$ cat config.mk
export PLATFORM = sky130hd
export DESIGN_NAME = csv_field_tokenizer_flat
export DESIGN_NICKNAME = d
export VERILOG_FILES = /design/src/csvt_pkg.sv /design/src/csvt_if.sv /design/src/csvt_core.sv /design/src/csvt_queue.sv /design/src/csv_field_tokenizer.sv /design/src/flat_wrapper.sv
export SDC_FILE = /design/constraint.sdc
export NUM_CORES = 1
export LEC_CHECK = 0
export ABC_CLOCK_PERIOD_IN_PS = 4100
export BUFFER_PORTS_ARGS = -buffer_cell sky130_fd_sc_hd__buf_4
export CAP_MARGIN = 0
export CORE_MARGIN = 2
export CORE_UTILIZATION = 45
export CTS_BUF_LIST = sky130_fd_sc_hd__clkbuf_8
export CTS_CLUSTER_DIAMETER = 50
export CTS_CLUSTER_SIZE = 14
export DETAILED_ROUTE_END_ITERATION = 7
export PLACE_DENSITY = 0.69
export SLEW_MARGIN = 20
export SYNTH_ARGS = -nofsm -noshare
export SYNTH_HDL_FRONTEND = slang
export SYNTH_SLANG_ARGS = --single-unit
$ cat constraint.sdc
create_clock -name clk_i -period 4.1 [get_ports clk_i]
set_input_delay 0.615 -clock clk_i [delete_from_list [all_inputs] [get_ports clk_i]]
set_output_delay 0.615 -clock clk_i [all_outputs]
set_load 0.02 [all_outputs]
$ cat src/csvt_pkg.sv
`timescale 1ns / 1ps
// Package for the CSV field tokenizer: character constants, register indexes,
// the result record type and the newline folding helper. No dependencies.
package csvt_pkg;

  // Character codes with a fixed meaning.
  localparam logic [7:0] ChLf    = 8'd10;
  localparam logic [7:0] ChCr    = 8'd13;
  localparam logic [7:0] ChSpace = 8'd32;

  // Reset values of the configuration registers.
  localparam logic [7:0] DelimReset = 8'd44;
  localparam logic [7:0] QuoteReset = 8'd34;

  // Configuration port layout.
  localparam int unsigned CfgIdxW  = 2;
  localparam int unsigned CfgDataW = 8;
  localparam logic [CfgIdxW-1:0] CfgDelim = 2'd0;
  localparam logic [CfgIdxW-1:0] CfgQuote = 2'd1;

  // Result queue depth; one byte produces at most two results.
  localparam int unsigned QDepth  = 4;
  localparam int unsigned QCountW = $clog2(QDepth + 1);

  typedef struct packed {
    logic       has_char;
    logic [7:0] out_char;
    logic       field_end;
    logic       record_end;
    logic       last_result;
  } result_t;

  typedef struct packed {
    logic       emit;
    logic [7:0] ch;
    logic       after_space;
  } fold_t;

  // Adds one byte to the field: LF and CR become one space unless the
  // previous field byte already was a space.
  function automatic fold_t fold_char(input logic [7:0] c, input logic after_space);
    fold_t f;
    if (c == ChLf || c == ChCr) begin
      f.emit        = !after_space;
      f.ch          = ChSpace;
      f.after_space = 1'b1;
    end else begin
      f.emit        = 1'b1;
      f.ch          = c;
      f.after_space = (c == ChSpace);
    end
    return f;
  endfunction

endpackage

$ cat src/csvt_if.sv
`timescale 1ns / 1ps
// Channel interfaces for the CSV field tokenizer: the byte input channel and
// the result output channel. No dependencies.
interface csvt_in_if;
  logic       valid;
  logic       ready;
  logic [7:0] data_byte;
  logic       end_of_input;

  modport source (output valid, output data_byte, output end_of_input, input ready);
  modport sink   (input valid, input data_byte, input end_of_input, output ready);
endinterface

interface csvt_out_if;
  logic       valid;
  logic       ready;
  logic       has_char;
  logic [7:0] out_char;
  logic       field_end;
  logic       record_end;
  logic       last_result;

  modport source (output valid, output has_char, output out_char, output field_end,
                  output record_end, output last_result, input ready);
  modport sink   (input valid, input has_char, input out_char, input field_end,
                  input record_end, input last_result, output ready);
endinterface

$ cat src/csvt_core.sv
`timescale 1ns / 1ps
// Tokenizer decode: quote, delimiter and newline handling for one byte, the
// parser state and the configuration registers. Depends on csvt_pkg.
module csvt_core
  import csvt_pkg::*;
(
  input  logic                clk_i,
  input  logic                rst_ni,
  input  logic                accept_i,
  input  logic [7:0]          data_byte_i,
  input  logic                end_of_input_i,
  input  logic                cfg_we_i,
  input  logic [CfgIdxW-1:0]  cfg_idx_i,
  input  logic [CfgDataW-1:0] cfg_wdata_i,
  output result_t             res0_o,
  output result_t             res1_o,
  output logic [1:0]          res_cnt_o
);

  logic [7:0] delim_q, quote_q;
  logic       in_quotes_q, in_quotes_d;
  logic       pending_q, pending_d;
  logic       after_space_q, after_space_d;

  // Next state and up to two results for the byte on the input channel.
  always_comb begin
    logic    is_quote, done, rec, sp, iq, qp, asp;
    logic    byte_res;
    result_t br, fr;
    fold_t   f;

    is_quote = (data_byte_i == quote_q) && (data_byte_i != ChLf);
    done     = 1'b0;
    rec      = 1'b0;
    sp       = 1'b0;
    iq       = in_quotes_q;
    qp       = pending_q;
    asp      = after_space_q;
    byte_res = 1'b0;
    br       = '0;
    fr       = '0;
    f        = '0;

    // Resolve a quote held from the previous byte.
    if (qp) begin
      qp = 1'b0;
      if (is_quote) begin
        f        = fold_char(quote_q, asp);
        asp      = f.after_space;
        byte_res = f.emit;
        br.has_char = 1'b1;
        br.out_char = f.ch;
        done     = 1'b1;
      end else begin
        iq = 1'b0;
      end
    end

    // Classify the byte itself.
    if (!done) begin
      if (data_byte_i == ChLf) begin
        if (iq) begin
          f        = fold_char(ChLf, asp);
          asp      = f.after_space;
          byte_res = f.emit;
          br.has_char = 1'b1;
          br.out_char = f.ch;
        end else begin
          byte_res      = 1'b1;
          br.field_end  = 1'b1;
          br.record_end = 1'b1;
          asp           = 1'b0;
          rec           = 1'b1;
        end
      end else if (is_quote) begin
        if (iq) begin
          qp = 1'b1;
        end else begin
          iq = 1'b1;
        end
      end else if (data_byte_i == delim_q && !iq) begin
        byte_res     = 1'b1;
        br.field_end = 1'b1;
        asp          = 1'b0;
      end else begin
        f        = fold_char(data_byte_i, asp);
        asp      = f.after_space;
        byte_res = f.emit;
        br.has_char = 1'b1;
        br.out_char = f.ch;
      end
    end

    // Flush an open field at end of input.
    fr.field_end  = 1'b1;
    fr.record_end = 1'b1;
    if (end_of_input_i) begin
      if (qp) begin
        qp = 1'b0;
        iq = 1'b0;
      end
      sp          = iq && !asp;
      fr.has_char = sp;
      fr.out_char = sp ? ChSpace : 8'd0;
      iq          = 1'b0;
      asp         = 1'b0;
    end

    // Pack the results in order and mark the final one.
    res0_o    = '0;
    res1_o    = '0;
    res_cnt_o = 2'd0;
    if (byte_res) begin
      res0_o    = br;
      res_cnt_o = 2'd1;
      if (end_of_input_i && !rec) begin
        res1_o             = fr;
        res1_o.last_result = 1'b1;
        res_cnt_o          = 2'd2;
      end else begin
        res0_o.last_result = 1'b1;
      end
    end else if (end_of_input_i && !rec) begin
      res0_o             = fr;
      res0_o.last_result = 1'b1;
      res_cnt_o          = 2'd1;
    end

    in_quotes_d   = iq;
    pending_d     = qp;
    after_space_d = asp;
  end

  // Parser state advances once per accepted transaction.
  always_ff @(posedge clk_i or negedge rst_ni) begin
    if (!rst_ni) begin
      in_quotes_q   <= 1'b0;
      pending_q     <= 1'b0;
      after_space_q <= 1'b0;
    end else if (accept_i) begin
      in_quotes_q   <= in_quotes_d;
      pending_q     <= pending_d;
      after_space_q <= after_space_d;
    end
  end

  // Configuration registers; indexes beyond the list are ignored.
  always_ff @(posedge clk_i or negedge rst_ni) begin
    if (!rst_ni) begin
      delim_q <= DelimReset;
      quote_q <= QuoteReset;
    end else if (cfg_we_i) begin
      if (cfg_idx_i == CfgDelim) begin
        delim_q <= cfg_wdata_i;
      end else if (cfg_idx_i == CfgQuote) begin
        quote_q <= cfg_wdata_i;
      end
    end
  end

endmodule

$ cat src/csvt_queue.sv
`timescale 1ns / 1ps
// Result queue: a short shifting register queue that takes up to two results
// per cycle and hands out one. Depends on csvt_pkg.
module csvt_queue
  import csvt_pkg::*;
(
  input  logic       clk_i,
  input  logic       rst_ni,
  input  logic       push_i,
  input  logic [1:0] push_cnt_i,
  input  result_t    res0_i,
  input  result_t    res1_i,
  output logic       space_o,
  output logic       valid_o,
  input  logic       pop_i,
  output result_t    head_o
);

  result_t              entry_q [QDepth];
  result_t              entry_d [QDepth];
  logic [QCountW-1:0]   count_q, count_d;

  // Shift on pop, then write new results behind the remaining ones.
  always_comb begin
    logic [QCountW-1:0] base;
    logic [QCountW-1:0] n;

    base = count_q - QCountW'(pop_i);
    n    = push_i ? QCountW'(push_cnt_i) : '0;
    for (int i = 0; i < QDepth; i++) begin
      if (pop_i && i < QDepth - 1) begin
        entry_d[i] = entry_q[i+1];
      end else begin
        entry_d[i] = entry_q[i];
      end
      if (n != '0 && QCountW'(i) == base) begin
        entry_d[i] = res0_i;
      end
      if (n == QCountW'(2) && QCountW'(i) == base + QCountW'(1)) begin
        entry_d[i] = res1_i;
      end
    end
    count_d = base + n;
  end

  always_ff @(posedge clk_i or negedge rst_ni) begin
    if (!rst_ni) begin
      count_q <= '0;
    end else begin
      count_q <= count_d;
    end
  end

  always_ff @(posedge clk_i) begin
    for (int i = 0; i < QDepth; i++) begin
      entry_q[i] <= entry_d[i];
    end
  end

  // Room for two more results is always kept before a byte is taken.
  assign space_o = count_q < QCountW'(QDepth - 1);
  assign valid_o = count_q != '0;
  assign head_o  = entry_q[0];

endmodule

$ cat src/csv_field_tokenizer.sv
`timescale 1ns / 1ps
// Top level of the CSV field tokenizer: byte decode plus result queue.
// Depends on csvt_pkg, csvt_if, csvt_core and csvt_queue.
//
//   Channel | Direction | Handshake    | Payload
//   in_i    | input     | valid/ready  | data_byte, end_of_input
//   out_o   | output    | valid/ready  | has_char, out_char, field_end, record_end,
//           |           |              | last_result
//   cfg     | input     | cfg_we_i     | cfg_idx_i, cfg_wdata_i
//
// One byte is taken per cycle while the queue has room; each byte gives zero,
// one or, on the last byte of a file, two results, which leave one per cycle
// while the receiver is ready from a four-entry result queue. Ready is high
// whenever the queue holds two results or fewer, so it depends only on the queue
// count register. Results enter the queue when their byte is taken. Reset restores
// the parser state and the default delimiter and quote; there is no clearing pass.
module csv_field_tokenizer
  import csvt_pkg::*;
(
  input  logic                clk_i,
  input  logic                rst_ni,
  csvt_in_if.sink             in_i,
  csvt_out_if.source          out_o,
  input  logic                cfg_we_i,
  input  logic [CfgIdxW-1:0]  cfg_idx_i,
  input  logic [CfgDataW-1:0] cfg_wdata_i
);

  result_t    res0, res1, head;
  logic [1:0] res_cnt;
  logic       space, accept, pop, q_valid;

  assign in_i.ready = space;
  assign accept     = in_i.valid && space;
  assign pop        = q_valid && out_o.ready;

  csvt_core u_core (
    .clk_i         (clk_i),
    .rst_ni        (rst_ni),
    .accept_i      (accept),
    .data_byte_i   (in_i.data_byte),
    .end_of_input_i(in_i.end_of_input),
    .cfg_we_i      (cfg_we_i),
    .cfg_idx_i     (cfg_idx_i),
    .cfg_wdata_i   (cfg_wdata_i),
    .res0_o        (res0),
    .res1_o        (res1),
    .res_cnt_o     (res_cnt)
  );

  csvt_queue u_queue (
    .clk_i     (clk_i),
    .rst_ni    (rst_ni),
    .push_i    (accept),
    .push_cnt_i(res_cnt),
    .res0_i    (res0),
    .res1_i    (res1),
    .space_o   (space),
    .valid_o   (q_valid),
    .pop_i     (pop),
    .head_o    (head)
  );

  // Drive the result channel from the head of the queue.
  assign out_o.valid       = q_valid;
  assign out_o.has_char    = head.has_char;
  assign out_o.out_char    = head.out_char;
  assign out_o.field_end   = head.field_end;
  assign out_o.record_end  = head.record_end;
  assign out_o.last_result = head.last_result;

endmodule

$ cat src/flat_wrapper.sv
// flat-port wrapper written by rule: the top's interface ports become plain ports
module csv_field_tokenizer_flat import csvt_pkg::*;
  (clk_i, rst_ni, cfg_we_i, cfg_idx_i, cfg_wdata_i, in_i_valid, in_i_data_byte, in_i_end_of_input, in_i_ready, out_o_valid, out_o_has_char, out_o_out_char, out_o_field_end, out_o_record_end, out_o_last_result, out_o_ready);
  csvt_in_if in_i_i ();
  csvt_out_if out_o_i ();
  input  logic clk_i;
  input  logic rst_ni;
  input  logic cfg_we_i;
  input  logic [CfgIdxW-1:0] cfg_idx_i;
  input  logic [CfgDataW-1:0] cfg_wdata_i;
  input wire logic [$bits(in_i_i.valid)-1:0] in_i_valid;
  input wire logic [$bits(in_i_i.data_byte)-1:0] in_i_data_byte;
  input wire logic [$bits(in_i_i.end_of_input)-1:0] in_i_end_of_input;
  output wire logic [$bits(in_i_i.ready)-1:0] in_i_ready;
  output wire logic [$bits(out_o_i.valid)-1:0] out_o_valid;
  output wire logic [$bits(out_o_i.has_char)-1:0] out_o_has_char;
  output wire logic [$bits(out_o_i.out_char)-1:0] out_o_out_char;
  output wire logic [$bits(out_o_i.field_end)-1:0] out_o_field_end;
  output wire logic [$bits(out_o_i.record_end)-1:0] out_o_record_end;
  output wire logic [$bits(out_o_i.last_result)-1:0] out_o_last_result;
  input wire logic [$bits(out_o_i.ready)-1:0] out_o_ready;
  assign in_i_i.valid = in_i_valid;
  assign in_i_i.data_byte = in_i_data_byte;
  assign in_i_i.end_of_input = in_i_end_of_input;
  assign in_i_ready = in_i_i.ready;
  assign out_o_valid = out_o_i.valid;
  assign out_o_has_char = out_o_i.has_char;
  assign out_o_out_char = out_o_i.out_char;
  assign out_o_field_end = out_o_i.field_end;
  assign out_o_record_end = out_o_i.record_end;
  assign out_o_last_result = out_o_i.last_result;
  assign out_o_i.ready = out_o_ready;
  csv_field_tokenizer u_core (.clk_i(clk_i), .rst_ni(rst_ni), .in_i(in_i_i), .out_o(out_o_i), .cfg_we_i(cfg_we_i), .cfg_idx_i(cfg_idx_i), .cfg_wdata_i(cfg_wdata_i));
endmodule
==> flow_summary.toml, run 1 <==
[outcome]
status = "finished, final reports clean"

[synth]
async_flop_share_pct = 31.4
yosysUniqueCellTypes = 59
synthesis.nets = 440
ys_ff_latch = 70
synth-seq-area-share_pct = 44.8
synthTopCellsByArea = "edfxtp_1 (16%), dfxtp_1 (15%), dfrtp_1 (11%)"
synth_edf_count = 20
synth_cells = 410
synth_flop_cell = "dfxtp_1"
syn_area_um2 = 3830
ys.warnings.count = 0
synth_top_area_cell = "edfxtp_1"
syn-mean-instance-area_um2 = 9.35
synth_top_area_share_pct = 15.7

[critical_path]
slowest_stage = "or4b_1"
required_ns = 4.16
crit_family = "simple AND/OR/NAND/NOR gates"
crit_arrival_ns = 3.71
cp-end-kind = "register"
start_kind = "input port"
crit_buf_inv = 2
cpPeakStageDelay_ns = 0.68
cp_cell_sequence = "buf_4 -> or3_1 -> or4b_1 -> nand3_1 -> o211ai_1 -> inv_1 -> ha_1 -> and3_1 -> nand3b_1 -> or2_0 -> nand2_1 -> mux2_2 -> o22ai_1"
crit_fanout = 8
crit_type = "in -> reg"

[final_layout]
syn2layout_area_growth_pct = 16.4
diodes = 0
drive_above_1_share_pct = 22.3
nNetsFinal = 477
fillers = 761

[clocking]
cts.sinks = 70
cts-hold-fix-buffers = 0
htreeDepth = 3
clk_latency_ns = 0.36
clkTransAtPathRegs_ns = 0.08
root_buffer = "clkbuf_8"
cts_made_buffers = 9
cts_tree = "done"
post_cts_buffers = 0
cts-resized-gates = 0
clockBufferDepth = 2

[routing]
firstDrtPassIters = 5
routedWlPerCell_um = 16.1
wl_um = 8960
via_count = 3228
drc = 0
via_per_inst = 5.80
ant_nets = 0
drt_iter0_drc = 146

[power]
total_power_mw = 2.73
internal_power_mw = 1.77
p_per_area_nw_per_um2 = 611
leakagePower_nw = 1.74
clkPwrFrac_pct = 22.3
p_switching_mw = 0.952
ir_worst_vdd_uv = 243
combPwrFrac_pct = 36.6
swShare_pct = 34.9
seqPwrFrac_pct = 41.1

[timing]
relSlewSlack_pct = 36.6
tightest_slew_ns = 0.951
final_max_slew_viol_count = 0
clock.fmax_mhz = 273
finalCritPeriodShare_pct = 89.2
setup_slack_ns = 0.442
fin_skew_ns = 0.0100
rsz0062_at_grt = "no"
fin_crit_ns = 3.66
setup_violations = 0
final-hold-violation-count = 0
hold_ws_ns = 0.133
setup_tns_ns = 0

[global_routing]
grt_pass1_wl_um = 15000
overflow = 0
track_usage_pct = 21.2
grt_max_degree = 25
antenna_found_initial = 0
grt_pass1_vias = 3081

[floorplan]
start_util_pct = 46.4
fp.dieW_um = 96.3
dieHeight_um = 96.3
row_count = 33
core_area_um2 = 8260
top_level_ports = 38
die_area_um2 = 9280

[min_path]
hold_class = "in -> async"

[placement]
io_buffer_count = 37
dp_slack_ns = 0.125
place_congestion = 0.879
dp_hpwl_um = 6740

[run]
maxCapViolations = 0
-- final cells by class --
class | count | area [um2] | area share, %
Clock buffer | 9 | 124 | 2.77
Clock inverter | 7 | 88.8 | 1.99
Inverter | 8 | 30.0 | 0.673
Multi-Input combinational cell | 305 | 1970 | 44.2
Sequential cell | 70 | 1720 | 38.5
Tap cell | 105 | 131 | 2.94
Timing Repair Buffer | 53 | 398 | 8.91
-- synthesized netlist by cell type (all sizes together) (4+ instances only) --
master	n
a211oi	32
a21oi	9
a22oi	5
and3	23
buf	6
clkbuf	21
dfrtp	17
dfstp	5
dfxtp	28
edfxtp	20
ha	5
inv	8
mux2	18
mux2i	4
nand2	67
nand3	15
nor2	22
nor2b	5
nor3	7
o21ai	13
o221ai	4
o22ai	6
or2	5
xnor2	10
xor2	8
-- layout by cell type (no fill, tap or decap), drive strengths merged, types with 5 or more instances in the layout --
cell / instances
nand2: 67
buf: 53
a211oi: 32
dfxtp: 28
and3: 23
nor2: 22
edfxtp: 20
mux2: 18
dfrtp: 17
nand3: 15
o21ai: 13
xnor2: 10
inv: 10
clkbuf: 9
a21oi: 9
xor2: 8
nor3: 7
o22ai: 6
a22oi: 5
ha: 5
dfstp: 5
nor2b: 5
or2: 5
-- per-stage QoR --
step / utilization [%] / cells / cell area, um2
2_1_floorplan: - / 410 / 3830
3_3_place_gp: 51.4 / 541 / 4250
3_5_place_dp: 51.5 / 541 / 4250
4_1_cts: 54.1 / 557 / 4460
5_1_grt: 54.1 / 557 / 4460
6_report: 54.1 / 557 / 4460
-- path summary, 6_finish.rpt --
kind	startpoint	to	slack, ns	depth (start not counted)
worst min-delay path	rst_ni	u_core.u_core.delim_q[0]	0.13	1
worst max register to register	u_core.u_core.delim_q[2]	u_core.u_queue.entry_q[1][11]	0.54	13
max in group asynchronous	rst_ni	u_core.u_core.delim_q[5]	3.67	1
worst max-delay path	in_i_data_byte[4]	u_core.u_queue.entry_q[3][8]	0.44	13
worst min register to register	u_core.u_queue.entry_q[3][5]	u_core.u_queue.entry_q[3][5]	0.51	2
min in group clk_i	cfg_wdata_i[0]	u_core.u_core.delim_q[0]	0.50	2
-- cell families after synthesis --
logic type | synth area share, %
and+or+nand+nor | 22.2
AOI/OAI and AO/OA | 16.6
DFF | 44.8
buffers and inverters | 3.85
muxes | 6.33
xor gates and xnor gates | 4.11
adders and majority gates | 2.15
-- power by group through the flow --
stage / sequential [mW] / combinational (mW) / clock (mW)
3_5_place_dp: 1.13 / 0.995 / 0
5_1_grt: 1.15 / 1.12 / 0.649
4_1_cts: 1.12 / 0.998 / 0.621
2_1_floorplan: 1.16 / 0.675 / 0
6_report: 1.12 / 0.998 / 0.609
3_3_place_gp: 1.13 / 0.967 / 0
-- routing by layer --
layer  GRT usage (%)  vias to the layer above  wire, um
met3            4.31                       21       487
met4            8.57                        0       191
li1                -                     1579         -
met5               0                        -         0
met2            34.8                      119      4340
met1            27.3                     1509      3950
-- state kept, by name (all words and copies together) (netlist names) --
register and count:
u_core.u_queue.entry_q 48, u_core.u_core.delim_q 8, u_core.u_core.quote_q 8, u_core.u_queue.count_q 3
u_core.u_core.after_space_q 1, u_core.u_core.in_quotes_q 1, u_core.u_core.pending_q 1
(Power assumes the default switching activity.)
==> run 2, diff against run 1 <==
--- a/config.mk
+++ b/config.mk
@@ -8,5 +8,5 @@
 export ABC_CLOCK_PERIOD_IN_PS = 4100
 export BUFFER_PORTS_ARGS = -buffer_cell sky130_fd_sc_hd__buf_4
-export CAP_MARGIN = 0
+export CAP_MARGIN = 10
 export CORE_MARGIN = 2
 export CORE_UTILIZATION = 45
==> constraint.sdc (replaced) <==
create_clock -name clk_i -period 4.1 [get_ports clk_i]
set_input_delay 0.41 -clock clk_i [delete_from_list [all_inputs] [get_ports clk_i]]
set_output_delay 0.41 -clock clk_i [all_outputs]
set_load 0.02 [all_outputs]
==> run 2 against run 1 <==
  * Total power fell by 3.2%
  * Critical path depth fell by 1
  * Final cell count fell by 0.18%
  * First-iteration DRC count fell by 25%
  * Global-route usage fell by 0.51 points
  * Register-to-register slack got worse by 0.06 ns
  * Via count fell by 0.25%
  * Worst hold slack improved by 0.16 ns
  * Core utilization fell by 0.48 points
  * Sequential power barely moved
  * Cell area fell by 0.90%
  * Clock-buffer cell count rose by 1
  * Critical endpoint unchanged
  * Highest routed layer unchanged
==> flow_summary.toml, run 2 (synthesized netlist as in run 1, its figures left out) <==
[timing]
final-hold-violation-count = 0
finalCritPeriodShare_pct = 88.4
setup_tns_ns = 0
setup_violations = 0
final_max_slew_viol_count = 0
rsz0062_at_grt = "no"
fin_skew_ns = 0.0119
relSlewSlack_pct = 28.5
tightest_slew_ns = 1.07
clock.fmax_mhz = 276
fin_crit_ns = 3.62

[routing]
wl_um = 9140
drt_iter0_drc = 110
routedWlPerCell_um = 16.4
ant_nets = 0
firstDrtPassIters = 4
drc = 0
via_count = 3220
via_per_inst = 5.79

[placement]
dp_hpwl_um = 6900
io_buffer_count = 37
place_inst = 539
place_congestion = 0.917

[clocking]
clockBufferDepth = 2
clk_latency_ns = 0.35
cts.sinks = 70
cts_tree = "done"
clkTransAtPathRegs_ns = 0.08
root_buffer = "clkbuf_8"
cts-hold-fix-buffers = 1
cts-resized-gates = 0
htreeDepth = 3
post_cts_buffers = 0
cts_made_buffers = 9

[critical_path]
start_kind = "register"
cpPeakStageDelay_ns = 0.43
crit_type = "reg -> reg"
crit_arrival_ns = 3.80
required_ns = 4.27
crit_fanout = 22
cp_common_cell = "ha_1"
cp-end-kind = "register"
slowest_stage = "or3_1"
cp_cell_sequence = "or3_1 -> nand2_1 -> inv_1 -> ha_1 -> ha_1 -> xnor2_1 -> ha_1 -> nand3b_1 -> or2_0 -> nand2_1 -> mux2_2 -> o22ai_1"

[final_layout]
most-common-layout-cells = "nand2_1 (67), buf_4 (51), a211oi_1 (32), dfxtp_1 (28), and3_1 (23)"
seqCellArea_um2 = 1720
final_common_cell = "nand2_1"
final_core_util_pct = 53.6
largest_reg_flops = 48
regMostFlops = "u_core.u_queue.entry_q"
reg_top3 = "u_core.u_queue.entry_q: 48 flops, u_core.u_core.delim_q: 8 flops, u_core.u_core.quote_q: 8 flops"
nNetsFinal = 476
fillers = 775
diodes = 0
drive_above_1_share_pct = 22.0
syn2layout_area_growth_pct = 15.4
multi_input_area_um2 = 1970
stdcell_count = 556

[floorplan]
top_level_ports = 38
start_util_pct = 46.4
fp.dieW_um = 96.3
row_count = 33
die_area_um2 = 9280
core_area_um2 = 8260
dieHeight_um = 96.3

[global_routing]
overflow = 0
grt_pass1_wl_um = 14700
track_usage_pct = 20.7
grt_pass1_vias = 3050
grt_max_degree = 25
antenna_found_initial = 0

[power]
leakagePower_nw = 1.72
total_power_mw = 2.64
ir_worst_vdd_uv = 222
p_per_area_nw_per_um2 = 597

[outcome]
status = "finished, final reports clean"

[run]
maxCapViolations = 0

[min_path]
hold_class = "in -> reg"
==> run 2: worst paths after layout <==
kind,from,endpoint,slack (ns),cells after the start
max,u_core.u_queue.count_q[2],u_core.u_queue.entry_q[3][8],0.48,12
max in group asynchronous,rst_ni,u_core.u_core.quote_q[1],3.33,2
min reg2reg,u_core.u_queue.entry_q[3][7],u_core.u_queue.entry_q[3][7],0.50,2
min in group asynchronous,rst_ni,u_core.u_core.delim_q[7],0.48,2
max reg2reg,u_core.u_queue.count_q[2],u_core.u_queue.entry_q[3][8],0.48,12
min,cfg_wdata_i[7],u_core.u_core.delim_q[7],0.29,2
==> run 2: metal layers <==
| layer | wire [um] | up-vias | global-route usage, % |
|---|---|---|---|
| li1 | - | 1583 | - |
| met1 | 4050 | 1527 | 26.0 |
| met2 | 4530 | 93 | 35.4 |
| met3 | 411 | 17 | 4.46 |
| met4 | 158 | 0 | 6.81 |
| met5 | 0 | - | 0 |
==> run 2: power by group <==
group	leakage (nW)	switching, mW	internal (mW)
combinational	0.929	0.550	0.445
clock	0.0970	0.287	0.240
sequential	0.690	0.132	0.987
total	1.72	0.969	1.67
==> run 2: layout make-up <==
type | instances | share of cell area (%)
inverters | 8 | 0.679
flip-flops and latches | 70 | 38.8
multi-input cells | 305 | 44.5
well taps | 105 | 2.97
clock buffers | 10 | 3.11
repair buffers | 52 | 8.88
clock inverters | 6 | 1.02
==> run 2: critical path, delay by kind of cell (launching register included) <==
family,cells,cell delay [ns]
XOR/XNOR,1,0.29
flip-flops,1,0.40
adder cells (fa/ha/maj),3,0.83
buffers and inverters,1,0.29
multiplexers,1,0.29
AND/OR/NAND/NOR,5,1.23
AO/OA/AOI/OAI,1,0.12
==> run 2: through the flow <==
| step | hold WS (ns) | setup slack, ns | instance area (um2) |
|---|---|---|---|
| 6_report | 0.293 | 0.477 | 4420 |
| 5_1_grt | 0.278 | 0.242 | 4420 |
| 4_1_cts | 0.285 | 0.504 | 4420 |
| 3_5_place_dp | 0.320 | 0.254 | 4230 |
| 3_3_place_gp | 0.314 | 0.374 | 4230 |
| 2_1_floorplan | 0.114 | 0.372 | 3830 |
==> run 3, diff against run 2 <==
Settings changed: REMOVE_ABC_BUFFERS from default to 1.
==> run 3 against run 2 <==
  * Die area stayed put
  * Worst hold slack improved by 0.0050 ns
  * Combinational power barely moved
  * Register-to-register slack better by 0.02 ns
  * Sequential power hardly changed
  * Routed wire length shrank 1.2%
  * Critical endpoint unchanged
  * First-iteration DRC count is 35% higher
  * Clock power increased by 8.0%
  * Largest power group unchanged
  * Critical path type unchanged
  * Cell area up 0.31%
==> flow_summary.toml, run 3 (synthesized netlist as in run 1, its figures left out) <==
[timing]
clock.fmax_mhz = 277
setup_tns_ns = 0
finalCritPeriodShare_pct = 88.0
fin_crit_ns = 3.61
tightest_slew_ns = 0.976
setup_violations = 0
final_max_slew_viol_count = 0
final-hold-violation-count = 0
rsz0062_at_grt = "no"
relSlewSlack_pct = 35.0
fin_skew_ns = 0.00954

[power]
p_switching_mw = 0.956
internal_power_mw = 1.73
seqPwrFrac_pct = 41.7
combPwrFrac_pct = 37.1
p_per_area_nw_per_um2 = 605
clkPwrFrac_pct = 21.2
leakagePower_nw = 1.72
ir_worst_vdd_uv = 242
swShare_pct = 35.6

[floorplan]
row_count = 33
dieHeight_um = 96.3
core_area_um2 = 8260
start_util_pct = 46.4
fp.dieW_um = 96.3
die_area_um2 = 9280
top_level_ports = 38

[clocking]
root_buffer = "clkbuf_8"
cts_tree = "done"
htreeDepth = 3
clk_latency_ns = 0.35
clockBufferDepth = 2
cts_made_buffers = 9
cts.sinks = 70
clkTransAtPathRegs_ns = 0.08

[routing]
firstDrtPassIters = 4
routedWlPerCell_um = 16.3
via_count = 3193
ant_nets = 0
drt_iter0_drc = 148
wl_um = 9030
drc = 0
via_per_inst = 5.75

[final_layout]
fin_area_um2 = 4440
reg_top3 = "u_core.u_queue.entry_q: 48 flops, u_core.u_core.delim_q: 8 flops, u_core.u_core.quote_q: 8 flops"
drive_above_1_share_pct = 21.8
final_common_cell = "nand2_1"
largest_reg_flops = 48
diodes = 0
nNetsFinal = 475
most-common-layout-cells = "nand2_1 (67), buf_4 (50), a211oi_1 (32), dfxtp_1 (28), and3_1 (23)"
syn2layout_area_growth_pct = 15.7
multi_input_area_um2 = 1970
fillers = 788
regMostFlops = "u_core.u_queue.entry_q"
seqCellArea_um2 = 1720

[global_routing]
track_usage_pct = 20.7
grt_pass1_vias = 3027
grt_max_degree = 25
antenna_found_initial = 0
overflow = 0
grt_pass1_wl_um = 14700

[min_path]
hold_class = "in -> reg"

[placement]
place_area_um2 = 4230
io_buffer_count = 37
dp_hpwl_um = 6720
place_congestion = 0.876

[run]
maxCapViolations = 0

[critical_path]
start_kind = "register"
required_ns = 4.28
crit_type = "reg -> reg"
crit_arrival_ns = 3.79
cp-end-kind = "register"
crit_fanout = 22

[outcome]
status = "finished, final reports clean"
==> run 3: repair_timing <==
action / 4_1_cts / 5_1_grt
buffers inserted: 0 / 0
hold buffers: 1 / 0
resized for setup: 0 / 0
hold endpoints to repair: 17 / 0
==> run 3: metal layers <==
layer	track usage, %	wire length, um	vias to the layer above
met5	0	0	-
met4	5.75	107	0
met3	4.31	381	12
met2	35.4	4420	92
met1	26.3	4120	1513
li1	-	-	1576
==> run 3: stage by stage <==
step	instances	setup WS [ns]	hold slack (ns)	util, %	power (mW)
floorplan	383	0.139	0.114	-	1.81
global placement	538	0.394	0.315	51.2	2.09
detailed placement	538	0.320	0.320	51.2	2.12
CTS	555	0.505	0.286	53.7	2.69
global route	555	0.167	0.281	53.7	2.87
finish	555	0.493	0.298	53.7	2.68
==> run 3: power groups by stage <==
stage                     Combinational (mW)  Clock, mW  Sequential (mW)
after floorplan                        0.651          0             1.16
after CTS                              0.995      0.575             1.12
after global routing                    1.11      0.605             1.15
after global placement                 0.965          0             1.12
final                                  0.995      0.569             1.12
after detailed placement               0.986          0             1.13
==> run 3: final cells by class <==
type | instances | share of cell area (%)
Clock buffer | 10 | 3.10
Sequential cell | 70 | 38.7
Inverter | 8 | 0.677
Clock inverter | 6 | 1.38
Tap cell | 105 | 2.96
Multi-Input combinational cell | 305 | 44.5
Timing Repair Buffer | 51 | 8.68
==> run 3: worst max-delay path, stage by stage, from the launching register on <==
cell	delay [ns]
dfrtp_1	0.40
or3_1	0.42
nand2_1	0.10
inv_1	0.30
ha_1	0.34
ha_1	0.21
xnor2_1	0.31
ha_1	0.29
nand3b_1	0.21
or2_0	0.31
nand2_1	0.16
mux2_2	0.29
o22ai_1	0.10
==> run 3: worst paths after layout <==
check                                             startpoint                      endpoint  slack [ns]  cells past startpoint
worst max-delay path               u_core.u_queue.count_q[2]  u_core.u_queue.entry_q[3][8]        0.49                     12
max in group asynchronous                             rst_ni      u_core.u_core.delim_q[5]        3.32                      2
worst min register to register  u_core.u_queue.entry_q[3][6]  u_core.u_queue.entry_q[3][6]        0.51                      2
worst max register to register     u_core.u_queue.count_q[2]  u_core.u_queue.entry_q[3][8]        0.49                     12
worst min-delay path                          cfg_wdata_i[0]      u_core.u_core.delim_q[0]        0.30                      2
min in group asynchronous                             rst_ni      u_core.u_core.delim_q[4]        0.49                      2
